[src/rtl/core/mpd_pkg.sv]
package mpd_pkg;

   // field widths
   localparam int ChannelWidth = 4;
   localparam int CountWidth   = 17;
   localparam int DivWidth     = 16;
   localparam int StartWidth   = 16;

   // remainder unit: one dividend bit per step
   localparam int DivSteps  = CountWidth;
   localparam int StepWidth = $clog2(DivSteps);

   // configuration register map
   localparam int CsrIndexWidth = 2;
   localparam int CsrDataWidth  = 16;
   localparam logic [CsrIndexWidth-1:0] CSR_DIVISOR     = 2'd0;
   localparam logic [CsrIndexWidth-1:0] CSR_START_COUNT = 2'd1;

   // register reset values
   localparam logic [DivWidth-1:0]          DIVISOR_RESET = 16'd1;
   localparam logic signed [StartWidth-1:0] START_RESET   = -16'sd1;
   localparam logic signed [CountWidth-1:0] COUNT_RESET   = -17'sd1;

   typedef struct packed {
      logic [ChannelWidth-1:0] channel;
      logic                    sample_above_zero;
      logic                    trigger_above_zero;
   } req_type;

   typedef struct packed {
      logic divided_pulse;
      logic remaining_pulse;
   } rsp_type;

   // per-channel stored state
   typedef struct packed {
      logic                         last_above_zero;
      logic signed [CountWidth-1:0] edge_count;
   } entry_type;

   typedef enum logic [2:0] {
      ST_IDLE,
      ST_READ,
      ST_LOAD,
      ST_DIVIDE,
      ST_COMMIT
   } state_type;

   // controller to datapath
   typedef struct packed {
      logic capture;
      logic read;
      logic load;
      logic step;
      logic commit;
   } cmd_type;

   // datapath to controller
   typedef struct packed {
      logic count_negative;
      logic rsp_free;
   } status_type;

endpackage

[src/rtl/core/multichannel_pulse_divider.sv]
// Multichannel pulse divider.
// Input channel (req_*): one transfer per sample, naming a channel and carrying
// the sample and trigger flags. Result channel (rsp_*): exactly one transfer
// per input transfer, in order, with the divided and remaining pulses.
// Config channel (csr_*): index 0 writes the divisor, index 1 the start count;
// csr_ready is always high. Write it only while no item is in flight.
// Processing: an item with a non-negative count runs a 17-step restoring remainder
// unit, one dividend bit per cycle, between the state read and the commit; the
// next item is taken only once the previous one has been committed.
// A negative count skips the remainder unit and goes from load to commit.
// Per-channel state sits in a memory with a registered read port.
// Reset: all channels read as count -1 with the sample seen above zero,
// divisor 1, start count -1; no clearing pass is needed.
// A stalled result waits in the output register while the next item is
// already accepted and processed; that item holds in its final step until
// the register frees up.
module multichannel_pulse_divider #(
   parameter int CHANNELS = 16
) (
   input  logic                              clock,
   input  logic                              reset,
   input  logic                              req_valid,
   output logic                              req_ready,
   input  mpd_pkg::req_type                  req_data,
   output logic                              rsp_valid,
   input  logic                              rsp_ready,
   output mpd_pkg::rsp_type                  rsp_data,
   input  logic                              csr_valid,
   output logic                              csr_ready,
   input  logic [mpd_pkg::CsrIndexWidth-1:0] csr_index,
   input  logic [mpd_pkg::CsrDataWidth-1:0]  csr_data
);
   import mpd_pkg::*;

   cmd_type    cmd;
   status_type status;

   assign csr_ready = 1'b1;

   // sequencer
   mpd_ctrl u_ctrl (
      .clock     (clock),
      .reset     (reset),
      .req_valid (req_valid),
      .req_ready (req_ready),
      .status    (status),
      .cmd       (cmd)
   );

   // state memory, remainder unit and output register
   mpd_datapath #(
      .CHANNELS (CHANNELS)
   ) u_datapath (
      .clock     (clock),
      .reset     (reset),
      .req_data  (req_data),
      .rsp_data  (rsp_data),
      .rsp_valid (rsp_valid),
      .rsp_ready (rsp_ready),
      .csr_write (csr_valid && csr_ready),
      .csr_index (csr_index),
      .csr_data  (csr_data),
      .cmd       (cmd),
      .status    (status)
   );

endmodule

[src/rtl/core/mpd_ctrl.sv]
module mpd_ctrl (
   input  logic               clock,
   input  logic               reset,
   input  logic               req_valid,
   output logic               req_ready,
   input  mpd_pkg::status_type status,
   output mpd_pkg::cmd_type    cmd
);
   import mpd_pkg::*;

   state_type              state_ff, state_in;
   logic [StepWidth-1:0]   step_ff, step_in;

   // state and step counter
   always_ff @(posedge clock) begin
      if (reset) begin
         state_ff <= ST_IDLE;
         step_ff  <= '0;
      end else begin
         state_ff <= state_in;
         step_ff  <= step_in;
      end
   end

   // next state and commands
   always_comb begin
      state_in  = state_ff;
      step_in   = step_ff;
      cmd       = '0;
      req_ready = 1'b0;
      unique case (state_ff)
         ST_IDLE: begin
            req_ready   = 1'b1;
            cmd.capture = req_valid;
            if (req_valid) begin
               state_in = ST_READ;
            end
         end
         ST_READ: begin
            cmd.read = 1'b1;
            state_in = ST_LOAD;
         end
         ST_LOAD: begin
            cmd.load = 1'b1;
            step_in  = '0;
            // negative counts skip the remainder
            state_in = status.count_negative ? ST_COMMIT : ST_DIVIDE;
         end
         ST_DIVIDE: begin
            cmd.step = 1'b1;
            step_in  = step_ff + 1'b1;
            if (step_ff == StepWidth'(DivSteps - 1)) begin
               state_in = ST_COMMIT;
            end
         end
         ST_COMMIT: begin
            cmd.commit = status.rsp_free;
            if (status.rsp_free) begin
               state_in = ST_IDLE;
            end
         end
         default: begin
            state_in = ST_IDLE;
         end
      endcase
   end

endmodule

[src/rtl/core/mpd_datapath.sv]
module mpd_datapath #(
   parameter int CHANNELS = 16
) (
   input  logic                                 clock,
   input  logic                                 reset,
   input  mpd_pkg::req_type                     req_data,
   output mpd_pkg::rsp_type                     rsp_data,
   output logic                                 rsp_valid,
   input  logic                                 rsp_ready,
   input  logic                                 csr_write,
   input  logic [mpd_pkg::CsrIndexWidth-1:0]    csr_index,
   input  logic [mpd_pkg::CsrDataWidth-1:0]     csr_data,
   input  mpd_pkg::cmd_type                     cmd,
   output mpd_pkg::status_type                  status
);
   import mpd_pkg::*;

   localparam int IdxWidth = (CHANNELS > 1) ? $clog2(CHANNELS) : 1;

   logic [DivWidth-1:0]          divisor_ff;
   logic signed [StartWidth-1:0] start_ff;
   req_type                      req_ff;
   entry_type                    state_mem [CHANNELS];
   logic [CHANNELS-1:0]          entry_valid_ff;
   entry_type                    rd_entry_ff;
   logic                         rd_valid_ff;
   logic signed [CountWidth-1:0] count_ff;
   logic [CountWidth-1:0]        num_ff;
   logic [DivWidth-1:0]          rem_ff;
   logic                         edge_ff;
   rsp_type                      rsp_ff;
   logic                         rsp_valid_ff;

   logic [IdxWidth-1:0]          ch_idx;
   logic                         chan_ok;
   logic [DivWidth-1:0]          div_eff;
   logic signed [CountWidth-1:0] old_count;
   logic                         old_last;
   logic                         edge_now;
   logic signed [CountWidth-1:0] base_count;
   logic signed [CountWidth-1:0] count_in;
   logic [CountWidth-1:0]        trial;
   logic                         trial_ge;
   logic [DivWidth-1:0]          rem_in;
   logic signed [CountWidth-1:0] final_count;

   // configuration registers
   always_ff @(posedge clock) begin
      if (reset) begin
         divisor_ff <= DIVISOR_RESET;
         start_ff   <= START_RESET;
      end else if (csr_write) begin
         unique case (csr_index)
            CSR_DIVISOR:     divisor_ff <= csr_data;
            CSR_START_COUNT: start_ff   <= csr_data;
            default: ;
         endcase
      end
   end

   // a zero divisor acts as one
   assign div_eff = (divisor_ff == '0) ? DivWidth'(1) : divisor_ff;

   // captured input item
   always_ff @(posedge clock) begin
      if (cmd.capture) begin
         req_ff <= req_data;
      end
   end

   assign ch_idx  = IdxWidth'(req_ff.channel);
   assign chan_ok = 32'(req_ff.channel) < CHANNELS;

   // per-channel state memory, registered read
   always_ff @(posedge clock) begin
      if (cmd.read) begin
         rd_entry_ff <= state_mem[ch_idx];
      end
      if (cmd.commit && chan_ok) begin
         state_mem[ch_idx] <= '{last_above_zero: req_ff.sample_above_zero,
                                edge_count: final_count};
      end
   end

   // entry valid bits, unwritten entries read as reset values
   always_ff @(posedge clock) begin
      if (reset) begin
         entry_valid_ff <= '0;
         rd_valid_ff    <= 1'b0;
      end else begin
         if (cmd.read) begin
            rd_valid_ff <= entry_valid_ff[ch_idx];
         end
         if (cmd.commit && chan_ok) begin
            entry_valid_ff[ch_idx] <= 1'b1;
         end
      end
   end

   // trigger load and edge increment
   always_comb begin
      old_count  = rd_valid_ff ? rd_entry_ff.edge_count : COUNT_RESET;
      old_last   = rd_valid_ff ? rd_entry_ff.last_above_zero : 1'b1;
      edge_now   = req_ff.sample_above_zero && !old_last;
      base_count = req_ff.trigger_above_zero ? CountWidth'(start_ff) : old_count;
      count_in   = base_count + CountWidth'(edge_now);
   end

   // one restoring remainder step
   always_comb begin
      trial    = {rem_ff, num_ff[CountWidth-1]};
      trial_ge = trial >= CountWidth'(div_eff);
      rem_in   = trial_ge ? DivWidth'(trial - CountWidth'(div_eff)) : trial[DivWidth-1:0];
   end

   always_ff @(posedge clock) begin
      if (cmd.load) begin
         count_ff <= count_in;
         num_ff   <= count_in;
         rem_ff   <= '0;
         edge_ff  <= edge_now;
      end else if (cmd.step) begin
         num_ff <= {num_ff[CountWidth-2:0], 1'b0};
         rem_ff <= rem_in;
      end
   end

   assign final_count = count_ff[CountWidth-1] ? count_ff : CountWidth'(rem_ff);

   // result register
   always_ff @(posedge clock) begin
      if (reset) begin
         rsp_valid_ff <= 1'b0;
      end else if (cmd.commit) begin
         rsp_valid_ff <= 1'b1;
      end else if (rsp_ready) begin
         rsp_valid_ff <= 1'b0;
      end
   end

   always_ff @(posedge clock) begin
      if (cmd.commit) begin
         rsp_ff.divided_pulse   <= chan_ok && edge_ff && (final_count == '0);
         rsp_ff.remaining_pulse <= chan_ok && edge_ff && (final_count != '0);
      end
   end

   assign rsp_data              = rsp_ff;
   assign rsp_valid             = rsp_valid_ff;
   assign status.count_negative = count_in[CountWidth-1];
   assign status.rsp_free       = !rsp_valid_ff || rsp_ready;

endmodule

[config.mk]
export PLATFORM = sky130hd
export DESIGN_NAME = multichannel_pulse_divider
export DESIGN_NICKNAME = d
export VERILOG_FILES = /design/src/rtl/core/mpd_pkg.sv /design/src/rtl/core/multichannel_pulse_divider.sv /design/src/rtl/core/mpd_ctrl.sv /design/src/rtl/core/mpd_datapath.sv
export SDC_FILE = /design/constraint.sdc
export NUM_CORES = 1
export LEC_CHECK = 0
export BUFFER_PORTS_ARGS = -buffer_cell sky130_fd_sc_hd__buf_2
export CAP_MARGIN = 10
export CORE_MARGIN = 10
export CORE_UTILIZATION = 35
export CTS_CLUSTER_SIZE = 28
export DETAILED_ROUTE_END_ITERATION = 6
export PLACE_DENSITY_LB_ADDON = 0.05
export SETUP_SLACK_MARGIN = 0.5
export SYNTH_ARGS = -nofsm -noshare
export SYNTH_HDL_FRONTEND = slang
export SYNTH_SLANG_ARGS = --single-unit
[constraint.sdc]
create_clock -name clock -period 6.81 [get_ports clock]
set_clock_uncertainty 0.2 [all_clocks]
set_input_delay 1.362 -clock clock [delete_from_list [all_inputs] [get_ports clock]]
set_output_delay 1.362 -clock clock [all_outputs]
set_load 0.03 [all_outputs]
Yosys cells after proc, flatten, opt, wreduce, memory -nomap -nowiden
Memory sizes are Yosys's and may differ from the RTL's. A register that Yosys moved wholly into a read port is not among the register bits.
Index checks and enable logic that the tools add are counted.
- register bits after elaboration: 117
- RAM bits: 288
- bits of input ports: 29
- memories: 1
- add/sub/neg operators: 3
- order comparisons: 3
- equal/unequal tests: 9
- mux-type cells: 28
- bitwise operators: 1
- reduce and logical (&&, ||, !) cells: 18
- memories (name ; words ; width ; read ports ; clocked after Yosys merged registers in ; write ports ; RTL line ; text):
    u_datapath.state_mem ; 16 ; 18 ; 1 ; 1 ; 1 ; mpd_datapath.sv:23 ; entry_type state_mem [CHANNELS];
- operators by type and width (cell ; count):
    2-to-1 mux 17 bit ; 5
    2-to-1 mux 16 bit ; 2
    adder 17 x 1 -> 17 bit ; 1
    greater-or-equal comparator 17 x 16 -> 1 bit ; 1
    logical NOT 17 bit ; 1
    nonzero test 17 bit ; 1
    logical NOT 16 bit ; 1
    OR 16 bit ; 1
    subtractor 16 bit ; 1
    one-hot mux 3 bit (5 select lines) ; 1
    2-to-1 mux 1 bit ; 13
    2-to-1 mux 3 bit ; 4
    one-hot mux 5 bit (2 select lines) ; 1
    == test 3 x 2 -> 1 bit (second input constant) ; 2
    nonzero test 2 bit ; 3
    adder 5 x 1 -> 5 bit (second input constant) ; 1
    == test 5 bit (second input constant) ; 1
    less-than comparator 4 x 5 -> 1 bit (second input constant) ; 1
    binary-select mux 1 bit (select 4 bit) ; 1
    demux 1 bit (select 4 bit) ; 1
    greater-or-equal comparator 4 x 1 -> 1 bit (second input constant) ; 1
    logical AND 1 bit ; 4
    inequality test 2 x 1 -> 1 bit (second input constant) ; 2
    AND reduction 2 bit ; 2
    other kinds (9) ; 10

Longest topological paths before layout
Gate-level depths: netlist of run 1.
- depth after elaboration: 6
- gate-level depth with buffers: 15
- depth with buffers taken out: 12

By module
Synthesis of run 1 repeated with hierarchy kept, for this count alone.
- cells, all modules: 1094
- area, all modules: 17610.6 um^2
- modules (own cells, without submodules) (module ; instances ; cells each ; area each (um^2) ; sequential area each (um^2)):
    mpd_datapath ; 1 ; 1036 ; 17151.4 ; 11801.3
    mpd_ctrl ; 1 ; 56 ; 447.9 ; 160.2
    multichannel_pulse_divider ; 1 ; 2 ; 11.3 ; 0.0

Worst setup path before layout of run 1
OpenSTA, ideal clock, no wires.
- path type: input to register
- start: in rsp_ready
- end: mem u_datapath.state_mem[0][0] in the netlist's numbering, enable pin
- library setup time: 0.418 ns
- arrival time: 3.555 ns
- required time: 6.192 ns
- path slack: 2.637 ns
- stages on the path: 5
- path buffers: 1
- cell sequence: nand2b_1 > and3_1 > clkbuf_1 > or3b_1 > nor3_1
- RTL lines (what ; RTL line ; text):
    from (decl) ; multichannel_pulse_divider.sv:26 ; input logic rsp_ready,
    to (decl) ; mpd_datapath.sv:23 ;

Worst setup path in the final report of run 1
- start: reg u_datapath.req_ff[0] in the netlist's numbering
- end: reg u_ctrl.state_ff[2]
- longest elaborated chain between the ends: 4
- ends and longest elaborated chain (what ; RTL line ; text):
    from (decl) ; mpd_datapath.sv:22 ; req_type req_ff;
    from (signal assigned) ; mpd_datapath.sv:67 ; req_ff <= req_data;
    2-to-1 mux 17 bit ; mpd_datapath.sv:105 ; base_count = req_ff.trigger_above_zero ? CountWidth'(start_ff) : old_count;
    adder 17 x 1 -> 17 bit ; mpd_datapath.sv:106 ; count_in = base_count + CountWidth'(edge_now);
    2-to-1 mux 3 bit ; mpd_ctrl.sv:47 ; state_in = status.count_negative ? ST_COMMIT : ST_DIVIDE;
    one-hot mux 3 bit (5 select lines) ; mpd_ctrl.sv:31 ; unique case (state_ff)
    to (signal assigned) ; mpd_ctrl.sv:20 ; state_ff <= state_in;
    to (decl) ; mpd_ctrl.sv:11 ; state_type state_ff, state_in;
Every way passes these cells.
A chain may end at the register's enable or synchronous reset.

==> qor.csv, run 1 <==
metric;value;unit
grt_use_total;0.155;
overflow;0;
syn_area;0.0175;mm²
drtIter0Drc;698;
synth_fa_ha_area_frac;0.0154;
pre_cts_ws;2730;ps
cp_max_fo;18;
clk_latency;580;ps
power.density;345;mW/mm²
drc_errors;0;
clkTransAtPathRegs;60;ps
synth_top_area_frac;0.598;
tightestPinTransition;1150;ps
core;0.0493;mm²
first_pass_iters;5;
max_clock_freq;255;MHz
synth_seq_cells;423;
synthArstFlopShare;0;
holdBufCountCts;0;
cp_common_cell;ha_1;
ys_types;68;
antenna_found_initial;5;
num_vias;9378;
start_util;0.356;
multi_input_area;0.00529;mm²
dp_hpwl;31100;µm
setup_viol;0;
maxCapViolations;0;
clock_path_buffers;3;
cp_slowest_cell;edfxtp_1;
outcome;complete, no violations;
post_drt_wl_per_cell;25.4;µm
synth_cells;1056;
synth_edf_count;349;
max_slew_margin;0.230;
die-area;0.0594;mm²
worst_ep_required_time;7090;ps
synthSimpleGateAreaFrac;0.0650;
crit_type;register to register;
slowest_delay;780;ps
die_width;244;µm
tns;0;ps
ios;34;
gp_congestion;0.764;
dp.cells;1724;
fin_hold_ws;266;ps
crit_buf_inv;1;
grt_max_degree;84;
final_common_cell;edfxtp_1;
syn_avg_cell_area;16.6;µm²
yosysTopAreaCell;edfxtp_1;
cts_resized;0;
first_global_vias;9544;
final_cell_mix;edfxtp_1 (349), mux4_2 (95), nand2_1 (83);
routed_wl;46100;µm
final_cells;1812;
synth-xor-area-share;0.0144;
num_rows;81;
post-route-min-period;3930;ps
postCtsSetupBuffers;0;
crit_family;simple AND/OR/NAND/NOR gates;
path_cells;nand2b_1 -> nor2_1 -> a21oi_1 -> ha_1 -> ha_1 -> inv_1 -> a211o_1 -> nand4b_4 -> nor4_4 -> xor2_2 -> a211oi_1 -> o21ba_1;
cts_sinks;423;
fin_ws;2880;ps
cp.arrival;4210;ps
synthMuxAreaShare;0.148;
syn_to_final_growth;14.5;%
finalHoldViolations;0;
yosysWarnings;0;
synth_top_family_by_area;multiplexers;
port_buffers;32;
numCtsBuffers;47;
rsz0062_at_grt;false;
regArea;0.0120;mm²
period_share;0.576;
ir_drop;0.000178;V
nets;1159;
synth_compound_area_frac;0.0552;
cts-root-buf;clkbuf_16;
p_leak;6.60;nW
grt_pass1_wl;67900;µm
die_height;244;µm
synth.area.top_cells;edfxtp_1 (60%), mux4_2 (12%), dfxtp_1 (8.5%);
report.final.slew_viol_count;0;
drive_gt1_frac;0.248;
synth_fp_nets;1106;
seq_area_frac_synth;0.682;
cts_tree;built;
htree_levels;2;
drtAntennaViolNets;0;
viasPerCell;5.18;
startpoint_type;register;
fillers;4532;
end_kind;register;
synth_ff_type;edfxtp_1;
hp-class;register to register;
[layout make-up]
cell class	count	area share
timing repair buffer	57	0.0189
inverter	32	0.00598
multi-input combinational	548	0.263
tap	664	0.0414
sequential	423	0.596
clock buffer	65	0.0650
antenna	1	0.000125
clock inverter	22	0.00941
[path summary, 6_finish.rpt]
| kind | depth (start not counted) | slack [ps] | startpoint | to |
|---|---|---|---|---|
| setup reg to reg | 12 | 2880 | u_datapath.req_ff[0] | u_ctrl.state_ff[2] |
| hold reg to reg | 2 | 270 | u_datapath.entry_valid_ff[6] | u_datapath.entry_valid_ff[6] |
| hold / removal | 2 | 270 | u_datapath.entry_valid_ff[6] | u_datapath.entry_valid_ff[6] |
| setup / recovery | 12 | 2880 | u_datapath.req_ff[0] | u_ctrl.state_ff[2] |
[Yosys cell counts, drive strengths merged, types with 2 or more instances]
library cell and instances:
o21ba 6, edfxtp 349, or3b 2, nand2 84, a2bb2oi 2, a31oi 3
a21oi 38, o21a 5, buf 21, nor3 11, a2111oi 2, inv 32
a211oi 4, nand3b 18, xnor2 19, ha 20, o21bai 5, a32oi 7
a21o 7, a211o 4, a22oi 3, a21boi 5, mux2 31, nor4 10
nand2b 7, nand3 12, nand4b 3, and3b 3, o22ai 11, dfxtp 74
nor2b 3, mux4 95, nor2 60, nand4 2, clkbuf 32, xor2 9
and2 4, or4 2, mux2i 10, o21ai 26, nor3b 4
[worst min-delay path, cell delays in order (launching register included)]
cell     delay [ps]
dfxtp_1         320
nor2_1           40
nor2_1           70
[registers in the layout (all words and copies together), names as in the netlist]
| name | cells |
|---|---|
| u_datapath.divisor_ff | 16 |
| u_ctrl.state_ff | 3 |
| u_datapath.req_ff | 2 |
| u_datapath.count_ff | 17 |
| u_datapath.start_ff | 16 |
| u_datapath.state_mem | 288 |
| u_datapath.entry_valid_ff | 16 |
| u_datapath.rd_valid_ff | 1 |
| u_datapath.rsp_data | 2 |
| u_datapath.rem_ff | 16 |
| u_ctrl.step_ff | 5 |
| u_datapath.edge_ff | 1 |
| u_datapath.rd_entry_ff | 18 |
| u_datapath.rsp_valid | 1 |
| u_datapath.num_ff | 17 |
| u_datapath.ch_idx | 4 |
[per-layer routing]
| layer | track usage | wire length, µm | share of wire | vias up |
|---|---|---|---|---|
| li1 | - | - | - | 4243 |
| met1 | 0.217 | 21700 | 0.47 | 4856 |
| met2 | 0.238 | 21100 | 0.46 | 203 |
| met3 | 0.0327 | 2140 | 0.046 | 74 |
| met4 | 0.0458 | 1180 | 0.026 | 2 |
| met5 | 0 | 13 | 0.00028 | - |
[per-stage QoR]
step	cell area, µm²	util	total power [mW]
floorplan	17500	-	4.13
finish	20100	0.408	6.94
global route	20100	0.408	7.28
global placement	18600	0.377	4.54
CTS	20100	0.408	7.04
detailed placement	18600	0.377	4.53
[logic make-up (layout without fill, tap and decap cells)]
family / after synthesis / in the layout
flip-flops: 423 / 423
multiplexers: 136 / 136
AND/OR/NAND/NOR: 228 / 228
AO/OA/AOI/OAI: 134 / 134
other: 1 / 2
XOR/XNOR: 28 / 28
adder cells (fa/ha/maj): 21 / 21
buffers and inverters: 85 / 176
[power by group]
group          internal, mW  total [mW]  switching, mW
sequential             2.93        3.03         0.0975
clock                  1.45        2.47           1.02
combinational         0.596        1.43          0.837
total                  4.98        6.94           1.96
Power figures use the tool's default switching activity.
==> inputs of run 2 (changes only) <==
--- a/config.mk
+++ b/config.mk
@@ -5,6 +5,7 @@
 export SDC_FILE = /design/constraint.sdc
 export NUM_CORES = 1
 export LEC_CHECK = 0
+export ABC_AREA = 1
 export BUFFER_PORTS_ARGS = -buffer_cell sky130_fd_sc_hd__buf_2
 export CAP_MARGIN = 10
 export CORE_MARGIN = 10
==> constraint.sdc (replaced) <==
create_clock -name clock -period 3.2 [get_ports clock]
set_clock_uncertainty 0.2 [all_clocks]
set_input_delay 0.64 -clock clock [delete_from_list [all_inputs] [get_ports clock]]
set_output_delay 0.64 -clock clock [all_outputs]
set_load 0.03 [all_outputs]
==> run 2 against run 1 <==
Against the previous run: worst setup slack got worse by 2300 ps; non-clock buffer count increased by 55; first-iteration DRC count increased by 31%; hold slack got worse by 220 ps; critical path depth decreased by 5; final area increased by 2.6%; global-route usage increased by 1.5 points; critical endpoint is now u_datapath.rd_entry_ff[4]; largest power group unchanged; highest routed layer unchanged.
==> qor.csv, run 2 <==
metric;value;unit
outcome;complete, no violations;
max_slew_margin;0.493;
synth_edf_count;349;
gp_congestion;0.807;
max_clock_freq;381;MHz
ys_types;50;
cts_sinks;423;
synthArstFlopShare;0;
yosysWarnings;0;
final_core_util;0.419;
met1_usage;0.239;
hold_end;u_datapath.ch_idx[0];
multi_input_area;0.00493;mm²
post-route-min-period;2620;ps
largest_reg_flops;288;
reg_top3;u_datapath.state_mem: 288 flops, u_datapath.rd_entry_ff: 18 flops;
drtIter0Drc;912;
post_drt_wl_per_cell;22.6;µm
reg2reg_slack;580;ps
final_common_cell;edfxtp_1;
use_met2;0.267;
synth_fp_nets;1505;
dp_hpwl;33600;µm
die_width;243;µm
maxCapViolations;0;
nets;1603;
drtAntennaViolNets;0;
grt_max_degree;44;
synth_ff_type;edfxtp_1;
synth.area.top_cells;edfxtp_1 (60%), dfxtp_1 (8.5%), a22oi_1 (6.5%);
first_global_vias;11332;
syn_to_final_growth;18.0;%
hold_depth;1;
regToRegEndpoint;u_datapath.rd_entry_ff[4];
clock_path_buffers;3;
clk_latency;590;ps
synth_top_area_frac;0.600;
rsz0062_at_grt;true;
first_pass_iters;5;
overflow;0;
tightestPinTransition;760;ps
startpoint_type;register;
worst_ep_required_time;3330;ps
final_cell_mix;edfxtp_1 (349), nand2_1 (218), a22oi_1 (152);
drive_gt1_frac;0.168;
cts-root-buf;clkbuf_16;
rr_worst_depth;7;
htree_levels;2;
yosysTopAreaCell;edfxtp_1;
clkTransAtPathRegs;60;ps
reg2reg_from;u_datapath.ch_idx[1];
tns;0;ps
p_leak;7.41;nW
synth_seq_cells;423;
core;0.0492;mm²
finalHoldViolations;0;
viasPerCell;5.08;
synth_cells;1455;
routed_wl;50900;µm
antenna_found_initial;1;
crit_type;register to register;
end_kind;register;
largest_register;u_datapath.state_mem;
ir_drop;0.000370;V
num_vias;11470;
syn_area;0.0175;mm²
syn_avg_cell_area;12.0;µm²
setup_viol;0;
hp-class;input port to register;
port_buffers;32;
die_height;243;µm
grt_pass1_wl;76000;µm
seq_area_frac_synth;0.685;
cp.arrival;2750;ps
ios;34;
num_rows;81;
hold_start;req_data[2];
report.final.slew_viol_count;0;
cp_max_fo;40;
start_util;0.355;
numCtsBuffers;50;
crit_start;u_datapath.ch_idx[1];
power.density;797;mW/mm²
fillers;4722;
n_antenna_cell;0;
regArea;0.0120;mm²
cts_tree;built;
period_share;0.819;
synthTopCellsByCount;edfxtp_1 (349), nand2_1 (221), a22oi_1 (152);
die-area;0.0592;mm²
busiest_layer;met2;
grt_use_total;0.170;
yosys.cell_count.top_type;edfxtp_1;
use_met3;0.0255;
drc_errors;0;
-- run 2: power by group --
part           internal (mW)  total, mW  leakage [nW]  switching (mW)
clock network           3.32       5.60         0.785            2.28
registers               6.52       6.74          3.74           0.216
logic                   1.39       4.08          2.88            2.69
total                   11.2       16.4          7.41            5.18
-- run 2: metal layers --
metal,up-vias,routed length (µm)
met5,-,13
met4,2,1120
met3,74,2240
met2,262,23400
met1,5676,24100
li1,5456,-
-- run 2: how the worst max path moves through the flow --
stage | endpoint | cells past startpoint | slack, ps
2_1_floorplan | u_datapath.rd_valid_ff | 5 | 640
3_3_place_gp | u_datapath.rem_ff[15] | 16 | 430
3_5_place_dp | u_datapath.rem_ff[15] | 16 | 370
4_1_cts | u_datapath.state_mem[2][6] | 6 | 450
5_1_grt | u_datapath.rd_entry_ff[10] | 7 | 470
6_report | u_datapath.rd_entry_ff[4] | 7 | 580
-- run 2: layout make-up --
cell class              count  area share
repair buffers            112      0.0406
flip-flops and latches    423       0.581
inverters                 112      0.0207
clock inverters            24      0.0117
clock buffers              69      0.0667
multi-input cells         854       0.239
well taps                 664      0.0403
-- run 2: logic make-up (layout without fill, tap and decap cells) --
kind of cell | count (synthesis) | in the layout | synth area share
AO/OA/AOI/OAI | 345 | 345 | 0.124
flip-flops | 423 | 423 | 0.685
buffers and inverters | 178 | 317 | 0.0410
adder cells (fa/ha/maj) | 21 | 21 | 0.0155
other | 1 | 1 | 0.000215
AND/OR/NAND/NOR | 468 | 468 | 0.124
XOR/XNOR | 19 | 19 | 0.00996
-- run 2: repair_timing --
item | in CTS | in global routing
setup buffers | 0 | 14
hold buffers | 0 | 0
endpoints found under the setup margin | 27 | 79
gates cloned | 0 | 0
resized for setup | 4 | 15
hold endpoints to repair | 0 | 0
pin swaps | 0 | 7
-- run 2: metrics by stage --
stage                     cells  total power, mW  hold slack, ps  cell area, µm²  setup slack [ps]
after floorplan            1455             9.30             221           17500               640
after global placement     2151             10.7             251           18800               431
after detailed placement   2151             10.6             261           18800               372
after CTS                  2244             16.3            15.1           20400               454
after global routing       2258             17.3            37.5           20600               471
final                      2258             16.4            45.7           20600               578
-- run 2: critical path, cell delays in order (launching register included) --
cell and delay, ps:
edfxtp_1 490, nand2_1 330, inv_4 190, buf_12 240, a22oi_1 170, a21oi_1 90
or2_1 260, or3_1 350
